==> src/msws_pkg.sv <==
package msws_pkg;

  localparam int NUM_WHEELS  = 4;
  localparam int SPEED_W     = 16;
  localparam int LIMIT_W     = 15;
  localparam int WM_W        = 15;
  localparam int OFFSET_W    = 32;
  localparam int K_W         = 31;
  localparam int R_W         = 34;
  localparam int CFG_INDEX_W = 4;
  localparam int CFG_DATA_W  = 32;

  localparam logic [CFG_INDEX_W-1:0] REG_TURN_BASE_COEF     = 4'd0;
  localparam logic [CFG_INDEX_W-1:0] REG_TURN_X_OFFSET_COEF = 4'd1;
  localparam logic [CFG_INDEX_W-1:0] REG_TURN_Y_OFFSET_COEF = 4'd2;
  localparam logic [CFG_INDEX_W-1:0] REG_SPEED_TO_RPM_COEF  = 4'd3;
  localparam logic [CFG_INDEX_W-1:0] REG_WHEEL_RPM_LIMIT    = 4'd4;
  localparam logic [CFG_INDEX_W-1:0] REG_FIRST_SPEED_LIMIT  = 4'd5;
  localparam logic [CFG_INDEX_W-1:0] REG_SECOND_SPEED_LIMIT = 4'd6;
  localparam logic [CFG_INDEX_W-1:0] REG_TURN_RATE_LIMIT    = 4'd7;

  localparam logic [LIMIT_W-1:0] LIMIT_RESET = 15'h7fff;
  localparam logic [WM_W-1:0]    SAT_MAG     = 15'h7fff;

  // Wheel order: front right, front left, back left, back right (bit i is wheel i).
  localparam logic [NUM_WHEELS-1:0] FIRST_NEG  = 4'b0011;
  localparam logic [NUM_WHEELS-1:0] SECOND_NEG = 4'b1001;
  localparam logic [NUM_WHEELS-1:0] X_NEG      = 4'b0011;
  localparam logic [NUM_WHEELS-1:0] Y_NEG      = 4'b0110;

  typedef struct packed {
    logic signed [SPEED_W-1:0] first_speed;
    logic signed [SPEED_W-1:0] second_speed;
    logic signed [SPEED_W-1:0] turn_rate;
    logic                      mode;
  } cmd_t;

  typedef struct packed {
    logic signed [SPEED_W-1:0] wheel_front_right;
    logic signed [SPEED_W-1:0] wheel_front_left;
    logic signed [SPEED_W-1:0] wheel_back_left;
    logic signed [SPEED_W-1:0] wheel_back_right;
  } result_t;

endpackage

==> src/msws_div_stage.sv <==
module msws_div_stage #(
  parameter int STEPS = 4
) (
  input  logic                      clk,
  input  logic                      en,
  input  logic [msws_pkg::WM_W-1:0] divisor,
  input  logic [msws_pkg::WM_W-1:0] rem_in,
  input  logic [msws_pkg::WM_W-1:0] quo_in,
  output logic [msws_pkg::WM_W-1:0] rem,
  output logic [msws_pkg::WM_W-1:0] quo
);
  import msws_pkg::*;

  logic [WM_W-1:0] rem_c, quo_c;
  logic [WM_W:0]   trial;
  logic            take;

  // Restoring division: quo holds the numerator bits still to come in its top
  // and collects quotient bits at the bottom.
  always_comb begin
    rem_c = rem_in;
    quo_c = quo_in;
    trial = '0;
    take  = 1'b0;
    for (int j = 0; j < STEPS; j++) begin
      trial = {rem_c, quo_c[WM_W-1]};
      take  = (trial >= {1'b0, divisor});
      if (take) begin
        rem_c = WM_W'(trial - {1'b0, divisor});
      end else begin
        rem_c = trial[WM_W-1:0];
      end
      quo_c = {quo_c[WM_W-2:0], take};
    end
  end

  always_ff @(posedge clk) begin
    if (en) begin
      rem <= rem_c;
      quo <= quo_c;
    end
  end

endmodule

==> config.mk <==
export PLATFORM = sky130hd
export DESIGN_NAME = msws_div_stage
export DESIGN_NICKNAME = d
export VERILOG_FILES = /design/src/msws_pkg.sv /design/src/msws_div_stage.sv
export SDC_FILE = /design/constraint.sdc
export NUM_CORES = 1
export LEC_CHECK = 0
export BUFFER_PORTS_ARGS = -buffer_cell sky130_fd_sc_hd__buf_2
export CORE_MARGIN = 4
export CORE_UTILIZATION = 55
export CTS_CLUSTER_SIZE = 12
export DETAILED_ROUTE_END_ITERATION = 6
export GPL_TIMING_DRIVEN = 0
export PLACE_DENSITY = 0.81
export SETUP_SLACK_MARGIN = 0.02
export SYNTH_ARGS = -nofsm -noshare
export SYNTH_HDL_FRONTEND = slang
export SYNTH_SLANG_ARGS = --single-unit
==> constraint.sdc <==
create_clock -name clk -period 13.62 [get_ports clk]
set_clock_uncertainty 0.1 [all_clocks]
set_input_delay 2.724 -clock clk [delete_from_list [all_inputs] [get_ports clk]]
set_output_delay 2.724 -clock clk [all_outputs]
set_load 0.005 [all_outputs]
==> tab_implementation.tex, run 1 <==
\begin{tabular}{lr}
\hline
Metric & Value \\
\hline
\multicolumn{2}{l}{\textbf{Pwr}} \\
LEAKAGE & 2.36 nW \\
Sw Share & 44.3\% \\
Maximum vdd drop & 0.193 mV \\
Comb power frac & 82.6\% \\
Pint & 0.811 mW \\
Fraction of power consumed by sequential logic & 12.7\% \\
Switching power of the nets & 0.645 mW \\
Relative contribution of the clock network to total power & 4.7\% \\
Power Dens Cells & 280 nW/um\^{}2 \\
\multicolumn{2}{l}{\textbf{GRT}} \\
Number of antenna violations at the first check in global routing & 0 \\
Maximum number of pins on one net before global-route repair & 31 \\
Number of global-route vias before repair & 3904 \\
Overall overflow remaining after global route & 0 \\
Overall fraction of global-route tracks in use & 21.7\% \\
Global-route wire length before repair & 17700 microns \\
\multicolumn{2}{l}{\textbf{Cells and area}} \\
Sequential Area & 901 sq um \\
Share of post-route cells with drive strength above 1 & 28.9\% \\
Fill count & 672 \\
Total Nets Final & 691 \\
Final core utilization & 65.9\% \\
Multi-input gate area in the final layout & 3460 sq um \\
Area grow syn2layout & 14.6\% \\
Total inserted antenna cells & 0 \\
\multicolumn{2}{l}{\textbf{STA}} \\
Fin worst setup slack & 688 ps \\
Sum Neg Setup Slack & 0 ps \\
Share of the clock period used by the worst path & 94.9\% \\
Worst max-slew margin expressed relative to the limit & 58.0\% \\
Final slew viol count & 0 \\
Maximum frequency from static timing analysis & 0.0773 GHz \\
Final-report hold violation count & 0 \\
Setup repair after global routing missed its margin & no \\
Final worst path period need & 12930 ps \\
Slew at the pin with the worst max-slew slack & 630 ps \\
Total of endpoints with negative setup slack in the final report & 0 \\
\multicolumn{2}{l}{\textbf{Die}} \\
Initial standard-cell utilization of the core & 57.5\% \\
Vertical die dimension & 98.8 microns \\
Horiz. Die Dim & 98.8 microns \\
Core Rows & 32 \\
Number of primary I/O pins & 77 \\
Core area & 7890 sq um \\
Area of the die & 9770 sq um \\
\multicolumn{2}{l}{\textbf{Route}} \\
Initial DRC Count & 205 \\
Total wire length after detailed routing & 10800 microns \\
Wire length per cell & 15.9 microns \\
Via count & 4002 \\
Number of search-and-repair iterations in the first detailed-routing pass & 5 \\
Detailed-route DRC error count & 0 \\
Vias per cell & 5.86 \\
Post-DRT Antenna Nets & 0 \\
\multicolumn{2}{l}{\textbf{Synthesis}} \\
Yosys cell types & 68 \\
Leading cell types by total area after synthesis & sky130\_fd\_sc\_hd\_\_edfxtp\_1 (20\%), sky130\_fd\_sc\_hd\_\_ha\_1 (17\%), sky130\_fd\_sc\_hd\_\_mux2\_2 (8.9\%) \\
Post-synth ARST share & 0\% \\
Mean area per synthesized cell & 9.24 sq um \\
Post-Syn Nets & 602 \\
Sequential fraction of the synthesis area & 19.9\% \\
Prevailing post-synth register cell & sky130\_fd\_sc\_hd\_\_edfxtp\_1 \\
Yosys warning total & 0 \\
Share of the synthesized area in the top cell type & 19.9\% \\
Yosys reg bits & 30 \\
Synth Instances & 491 \\
Post-synth EDFFs & 30 \\
Cell taking the most area after synthesis & sky130\_fd\_sc\_hd\_\_edfxtp\_1 \\
Cell area after synthesis & 4540 sq um \\
\multicolumn{2}{l}{\textbf{Place}} \\
Gpl congestion & 0.944 \\
Post-DP HPWL & 8990 microns \\
Number of I/O port buffers & 76 \\
Pre-CTS WS & 260 ps \\
\multicolumn{2}{l}{\textbf{Setup path}} \\
Crit path max fanout & 10 \\
Worst endpoint required time & 13540 ps \\
Signal arrival time at the worst endpoint & 12860 ps \\
Most Frequent Cell on Critical Path & sky130\_fd\_sc\_hd\_\_buf\_6 \\
Path type of the worst setup path & primary input to register \\
Largest stage delay on the critical path & 500 ps \\
Element type at the critical path end & register \\
Cell at the slowest stage of the critical path & sky130\_fd\_sc\_hd\_\_fa\_1 \\
Critical path launch point type & primary input \\
\multicolumn{2}{l}{\textbf{Clock tree}} \\
CTS Sinks & 30 \\
TritonCTS clock tree & done \\
Root buffer cell & sky130\_fd\_sc\_hd\_\_clkbuf\_8 \\
CTS H-Tree Depth & 2 \\
Deepest clock path buffer count & 2 \\
CTS Buf Count & 5 \\
Clk pin slew, worst setup/hold paths & 70 ps \\
Cts-stage hold buffer count & 0 \\
\multicolumn{2}{l}{\textbf{Outcome}} \\
Result of the run & finished clean \\
\multicolumn{2}{l}{\textbf{Hold path}} \\
Type of the tightest min-delay check & primary input to register \\
\multicolumn{2}{l}{\textbf{Run}} \\
Max Cap Viol & 0 \\
\hline
\end{tabular}
-- power groups by stage --
stage                     sequential (mW)  clock (mW)  combinational (mW)
after CTS                           0.185      0.0699                1.17
after global routing                0.187      0.0751                1.32
after global placement              0.186           0                1.13
after floorplan                     0.193           0               0.933
after detailed placement            0.187           0                1.16
final                               0.184      0.0683                1.20
-- cells by family (layout without fill, tap and decap cells) --
| family | after synthesis | after routing | share of synthesized area [%] |
|---|---|---|---|
| xor gates and xnor gates | 44 | 44 | 8.49 |
| buffers and inverters | 44 | 134 | 4.44 |
| AOI/OAI and AO/OA | 120 | 120 | 19.7 |
| and+or+nand+nor | 136 | 136 | 15.5 |
| adders and majority gates | 64 | 64 | 18.3 |
| DFF | 30 | 30 | 19.9 |
| muxes | 53 | 53 | 13.7 |
-- layer usage --
layer | routed length (microns) | GRT usage, % | up-vias
met4 | 176 | 5.57 | 0
li1 | - | - | 2007
met2 | 5380 | 38.4 | 118
met1 | 4770 | 27.8 | 1861
met5 | 0 | 0 | -
met3 | 515 | 2.90 | 16
-- critical path, delay by kind of cell --
family	cells	cell delay [ps]
AOI/OAI and AO/OA	20	4600
adders and majority gates	4	1660
buffers and inverters	9	1400
muxes	4	1360
and+or+nand+nor	8	1080
-- stage by stage --
step / power, mW / cell area, sq um / hold slack, ps / std cells
CTS: 1.43 / 5130 / 2510 / 677
floorplan: 1.13 / 4540 / 2720 / 491
global route: 1.58 / 5200 / 2510 / 683
global placement: 1.31 / 5040 / 2800 / 669
finish: 1.46 / 5200 / 2520 / 683
detailed placement: 1.35 / 5040 / 2800 / 669
-- cells in the mapped netlist, types with 3 or more instances --
master                     instances
sky130_fd_sc_hd__ha_1             60
sky130_fd_sc_hd__nand2b_1          7
sky130_fd_sc_hd__mux2_1            3
sky130_fd_sc_hd__buf_6             4
sky130_fd_sc_hd__mux2i_1           6
sky130_fd_sc_hd__o21a_1            7
sky130_fd_sc_hd__nor2b_1          10
sky130_fd_sc_hd__a21oi_1          34
sky130_fd_sc_hd__nor2_2            3
sky130_fd_sc_hd__mux2_2           36
sky130_fd_sc_hd__nand3b_1          3
sky130_fd_sc_hd__mux2_4            8
sky130_fd_sc_hd__and3_1            6
sky130_fd_sc_hd__o211ai_1          6
sky130_fd_sc_hd__a211oi_1          4
sky130_fd_sc_hd__and2_1            6
sky130_fd_sc_hd__nand4_1           9
sky130_fd_sc_hd__o21ai_0          14
sky130_fd_sc_hd__a31o_2            3
sky130_fd_sc_hd__nand3_1           7
sky130_fd_sc_hd__inv_1            36
sky130_fd_sc_hd__xnor2_1          30
sky130_fd_sc_hd__nor2_1           34
sky130_fd_sc_hd__o21bai_1          5
sky130_fd_sc_hd__edfxtp_1         30
sky130_fd_sc_hd__fa_1              4
sky130_fd_sc_hd__nand2_1          30
sky130_fd_sc_hd__nor3_1            9
sky130_fd_sc_hd__xor2_1           14
sky130_fd_sc_hd__nor4_1            3
sky130_fd_sc_hd__a21o_1           12
sky130_fd_sc_hd__a31oi_1           5
-- path summary, 6_finish.rpt --
| check | start | to | slack [ps] | cells past startpoint |
|---|---|---|---|---|
| min | quo_in[2] | quo[6] | 2520 | 1 |
| max | divisor[1] | rem[12] | 690 | 45 |
-- cell type report --
cell class,instances,area share (%)
clock buffers,5,1.32
repair buffers,82,8.18
clock inverters,3,0.313
flip-flops and latches,30,17.3
well taps,102,2.45
inverters,37,2.67
multi-input cells,417,66.5
plain buffers,7,1.20
-- sequential cells by signal, summed over array words and instances (netlist names) --
| name | cells |
|---|---|
| rem | 15 |
| quo | 15 |
-- timing repair --
item	4_1_cts	5_1_grt
setup endpoints to repair	0	15
resized for setup	0	5
buffers inserted	0	6
-- cell usage in the layout (no fill, tap or decap), drive strengths merged, types with 7 or more instances in the layout --
cell    synthesis  routed
a21o           12      12
mux2           47      47
o21a            7       7
nand2          30      30
nand4           9       9
nor2b          10      10
o211ai          7       7
buf             7      89
nor2           37      37
xnor2          30      30
o21ai          18      18
xor2           14      14
inv            37      37
edfxtp         30      30
a31oi           7       7
nand3           7       7
nand2b          7       7
nor3            9       9
ha             60      60
a21oi          35      35
No activity file was read; power rests on OpenSTA's default activity.
==> run 2, diff against run 1 <==
--- a/config.mk
+++ b/config.mk
@@ -5,12 +5,14 @@
 export SDC_FILE = /design/constraint.sdc
 export NUM_CORES = 1
 export LEC_CHECK = 0
+export ABC_AREA = 1
 export BUFFER_PORTS_ARGS = -buffer_cell sky130_fd_sc_hd__buf_2
 export CORE_MARGIN = 4
 export CORE_UTILIZATION = 55
 export CTS_CLUSTER_SIZE = 12
 export DETAILED_ROUTE_END_ITERATION = 6
 export GPL_TIMING_DRIVEN = 0
+export HOLD_SLACK_MARGIN = 0.1
 export PLACE_DENSITY = 0.81
 export SETUP_SLACK_MARGIN = 0.02
 export SYNTH_ARGS = -nofsm -noshare
==> tab_implementation.tex, run 2 <==
\begin{tabular}{lr}
\hline
Metric & Value \\
\hline
\multicolumn{2}{l}{\textbf{Synthesis}} \\
Sequential fraction of the synthesis area & 18.7\% (was 19.9\%) \\
Cell area after synthesis & 4810 sq um (was 4540 sq um) \\
Post-synth ARST share & 0\% (unchanged) \\
Leading cell types by total area after synthesis & sky130\_fd\_sc\_hd\_\_edfxtp\_1 (19\%), sky130\_fd\_sc\_hd\_\_nand2\_1 (18\%), sky130\_fd\_sc\_hd\_\_ha\_1 (16\%) (was sky130\_fd\_sc\_hd\_\_edfxtp\_1 (20\%), sky130\_fd\_sc\_hd\_\_ha\_1 (17\%), sky130\_fd\_sc\_hd\_\_mux2\_2 (8.9\%)) \\
Cell with the most instances after synthesis & sky130\_fd\_sc\_hd\_\_nand2\_1 (was sky130\_fd\_sc\_hd\_\_ha\_1) \\
Share of the synthesized area in the top cell type & 18.7\% (was 19.9\%) \\
Commonest cells in the netlist & sky130\_fd\_sc\_hd\_\_nand2\_1 (227), sky130\_fd\_sc\_hd\_\_inv\_1 (90), sky130\_fd\_sc\_hd\_\_ha\_1 (60), sky130\_fd\_sc\_hd\_\_a21oi\_1 (55), sky130\_fd\_sc\_hd\_\_nand3\_1 (53) (was sky130\_fd\_sc\_hd\_\_ha\_1 (60), sky130\_fd\_sc\_hd\_\_inv\_1 (36), sky130\_fd\_sc\_hd\_\_mux2\_2 (36), sky130\_fd\_sc\_hd\_\_a21oi\_1 (34), sky130\_fd\_sc\_hd\_\_nor2\_1 (34)) \\
Post-synth EDFFs & 30 (unchanged) \\
Prevailing post-synth register cell & sky130\_fd\_sc\_hd\_\_edfxtp\_1 (unchanged) \\
Mean area per synthesized cell & 6.68 sq um (was 9.24 sq um) \\
Yosys cell types & 43 (was 68) \\
Cell taking the most area after synthesis & sky130\_fd\_sc\_hd\_\_edfxtp\_1 (unchanged) \\
Synth Instances & 721 (was 491) \\
Yosys reg bits & 30 (unchanged) \\
Yosys warning total & 0 (unchanged) \\
Post-Syn Nets & 832 (was 602) \\
\multicolumn{2}{l}{\textbf{Die}} \\
Number of primary I/O pins & 77 (unchanged) \\
Vertical die dimension & 102 microns (was 98.8 microns) \\
Area of the die & 10300 sq um (was 9770 sq um) \\
Core area & 8380 sq um (was 7890 sq um) \\
Horiz. Die Dim & 102 microns (was 98.8 microns) \\
Initial standard-cell utilization of the core & 57.4\% (was 57.5\%) \\
Core Rows & 33 (was 32) \\
\multicolumn{2}{l}{\textbf{Clock tree}} \\
CTS Sinks & 30 (unchanged) \\
CTS H-Tree Depth & 2 (unchanged) \\
Deepest clock path buffer count & 2 (unchanged) \\
Post-CTS Repair Setup Buffers & 0 (unchanged) \\
TritonCTS clock tree & done (unchanged) \\
Root buffer cell & sky130\_fd\_sc\_hd\_\_clkbuf\_8 (unchanged) \\
Clk pin slew, worst setup/hold paths & 60 ps (was 70 ps) \\
CTS Buf Count & 5 (unchanged) \\
Cts-stage hold buffer count & 0 (unchanged) \\
CTS-repair resized insts & 0 (unchanged) \\
\multicolumn{2}{l}{\textbf{Cells and area}} \\
Total Nets Final & 915 (was 691) \\
Commonest cells after routing, fill and taps aside & sky130\_fd\_sc\_hd\_\_nand2\_1 (227), sky130\_fd\_sc\_hd\_\_inv\_1 (90), sky130\_fd\_sc\_hd\_\_buf\_2 (77) (was sky130\_fd\_sc\_hd\_\_buf\_2 (78), sky130\_fd\_sc\_hd\_\_ha\_1 (60), sky130\_fd\_sc\_hd\_\_mux2\_2 (36), sky130\_fd\_sc\_hd\_\_inv\_1 (36)) \\
Total inserted antenna cells & 0 (unchanged) \\
Area grow syn2layout & 12.2\% (was 14.6\%) \\
Most common cell after layout, fill and taps aside & sky130\_fd\_sc\_hd\_\_nand2\_1 (was sky130\_fd\_sc\_hd\_\_buf\_2) \\
Fill count & 769 (was 672) \\
Final core utilization & 64.5\% (was 65.9\%) \\
Regs by FF count & quo (15), rem (15) (unchanged) \\
Share of post-route cells with drive strength above 1 & 15.5\% (was 28.9\%) \\
\multicolumn{2}{l}{\textbf{GRT}} \\
Number of antenna violations at the first check in global routing & 0 (unchanged) \\
Number of global-route vias before repair & 4689 (was 3904) \\
Global-route wire length before repair & 22700 microns (was 17700 microns) \\
Maximum number of pins on one net before global-route repair & 31 (unchanged) \\
Overall overflow remaining after global route & 0 (unchanged) \\
Overall fraction of global-route tracks in use & 27.7\% (was 21.7\%) \\
\multicolumn{2}{l}{\textbf{Route}} \\
Wire length per cell & 15.6 microns (was 15.9 microns) \\
Total wire length after detailed routing & 14100 microns (was 10800 microns) \\
Initial DRC Count & 411 (was 205) \\
Via count & 5096 (was 4002) \\
Detailed-route DRC error count & 0 (unchanged) \\
Vias per cell & 5.61 (was 5.86) \\
Number of search-and-repair iterations in the first detailed-routing pass & 5 (unchanged) \\
Post-DRT Antenna Nets & 0 (unchanged) \\
\multicolumn{2}{l}{\textbf{STA}} \\
Worst max-slew margin expressed relative to the limit & 58.6\% (was 58.0\%) \\
Slew at the pin with the worst max-slew slack & 621 ps (was 630 ps) \\
Share of the clock period used by the worst path & 81.9\% (was 94.9\%) \\
Setup repair after global routing missed its margin & no (unchanged) \\
Final worst path period need & 11150 ps (was 12930 ps) \\
Maximum frequency from static timing analysis & 0.0897 GHz (was 0.0773 GHz) \\
Sum Neg Setup Slack & 0 ps (unchanged) \\
Final slew viol count & 0 (unchanged) \\
Total of endpoints with negative setup slack in the final report & 0 (unchanged) \\
Final-report hold violation count & 0 (unchanged) \\
\multicolumn{2}{l}{\textbf{Run}} \\
Max Cap Viol & 0 (unchanged) \\
\multicolumn{2}{l}{\textbf{Setup path}} \\
Critical path launch point type & primary input (unchanged) \\
Element type at the critical path end & register (unchanged) \\
Largest stage delay on the critical path & 470 ps (was 500 ps) \\
Most Frequent Cell on Critical Path & sky130\_fd\_sc\_hd\_\_nand2\_1 (was sky130\_fd\_sc\_hd\_\_buf\_6) \\
Crit path max fanout & 10 (unchanged) \\
Signal arrival time at the worst endpoint & 11200 ps (was 12860 ps) \\
Worst endpoint required time & 13670 ps (was 13540 ps) \\
Cell at the slowest stage of the critical path & sky130\_fd\_sc\_hd\_\_a211oi\_4 (was sky130\_fd\_sc\_hd\_\_fa\_1) \\
Path type of the worst setup path & primary input to register (unchanged) \\
Worst Setup SP & quo\_in[14] (was divisor[1]) \\
\multicolumn{2}{l}{\textbf{Hold path}} \\
Type of the tightest min-delay check & primary input to register (unchanged) \\
Hold path startpoint & quo\_in[10] (was quo\_in[2]) \\
\multicolumn{2}{l}{\textbf{Pwr}} \\
Maximum vdd drop & 0.128 mV (was 0.193 mV) \\
LEAKAGE & 2.90 nW (was 2.36 nW) \\
Power Dens Cells & 252 nW/um\^{}2 (was 280 nW/um\^{}2) \\
\multicolumn{2}{l}{\textbf{Place}} \\
Gpl congestion & 1.01 (was 0.944) \\
Post-DP HPWL & 12000 microns (was 8990 microns) \\
Number of I/O port buffers & 76 (unchanged) \\
\multicolumn{2}{l}{\textbf{Outcome}} \\
Result of the run & finished clean (unchanged) \\
\hline
\end{tabular}
run 2: power breakdown:
part | switching (mW) | total, mW | internal [mW]
Sequential | 0.00619 | 0.180 | 0.174
Combinational | 0.711 | 1.12 | 0.406
Clock | 0.0307 | 0.0657 | 0.0351
run 2: metrics by stage:
step / instances / hold WS (ps) / area (sq um) / power [mW] / setup WS (ps)
after floorplan: 721 / 2720 / 4810 / 1.01 / 4040
after global placement: 902 / 2800 / 5330 / 1.24 / 2510
after detailed placement: 902 / 2800 / 5330 / 1.27 / 2320
after CTS: 909 / 2510 / 5400 / 1.34 / 2600
after global routing: 909 / 2510 / 5400 / 1.50 / 1750
final: 909 / 2510 / 5400 / 1.36 / 2470
run 2: area by class of cell:
type / instances / area [sq um] / area share, %
multi-input cells: 587 / 3490 / 64.7
plain buffers: 8 / 57.6 / 1.07
well taps: 105 / 131 / 2.43
inverters: 96 / 363 / 6.72
flip-flops and latches: 30 / 901 / 16.7
repair buffers: 76 / 380 / 7.04
clock buffers: 7 / 76.3 / 1.41
run 2: critical path, delay by kind of cell:
| kind | cells | cell delay [ps] |
|---|---|---|
| adders and majority gates | 5 | 1620 |
| buffers and inverters | 9 | 1440 |
| and+or+nand+nor | 27 | 3320 |
| AOI/OAI and AO/OA | 8 | 2060 |
run 2: logic make-up (layout without fill, tap and decap cells):
logic type,Yosys count,count (layout),share of synthesized area (%)
and+or+nand+nor,370,370,34.2
AOI/OAI and AO/OA,110,110,13.3
buffers and inverters,104,187,8.73
adders and majority gates,64,64,17.3
xor gates and xnor gates,43,43,7.82
DFF,30,30,18.7
run 2: path summary, 6_finish.rpt:
kind / end / slack (ps) / depth (start not counted)
worst max-delay path: rem[4] / 2470 / 49
worst min-delay path: quo[14] / 2510 / 1
run 2: metal layers:
layer,GRT usage [%],up-vias,routed length [microns]
li1,-,2555,-
met1,38.1,2294,6480
met2,46.4,220,6370
met3,3.03,27,1010
met4,7.16,0,289
met5,0,-,0
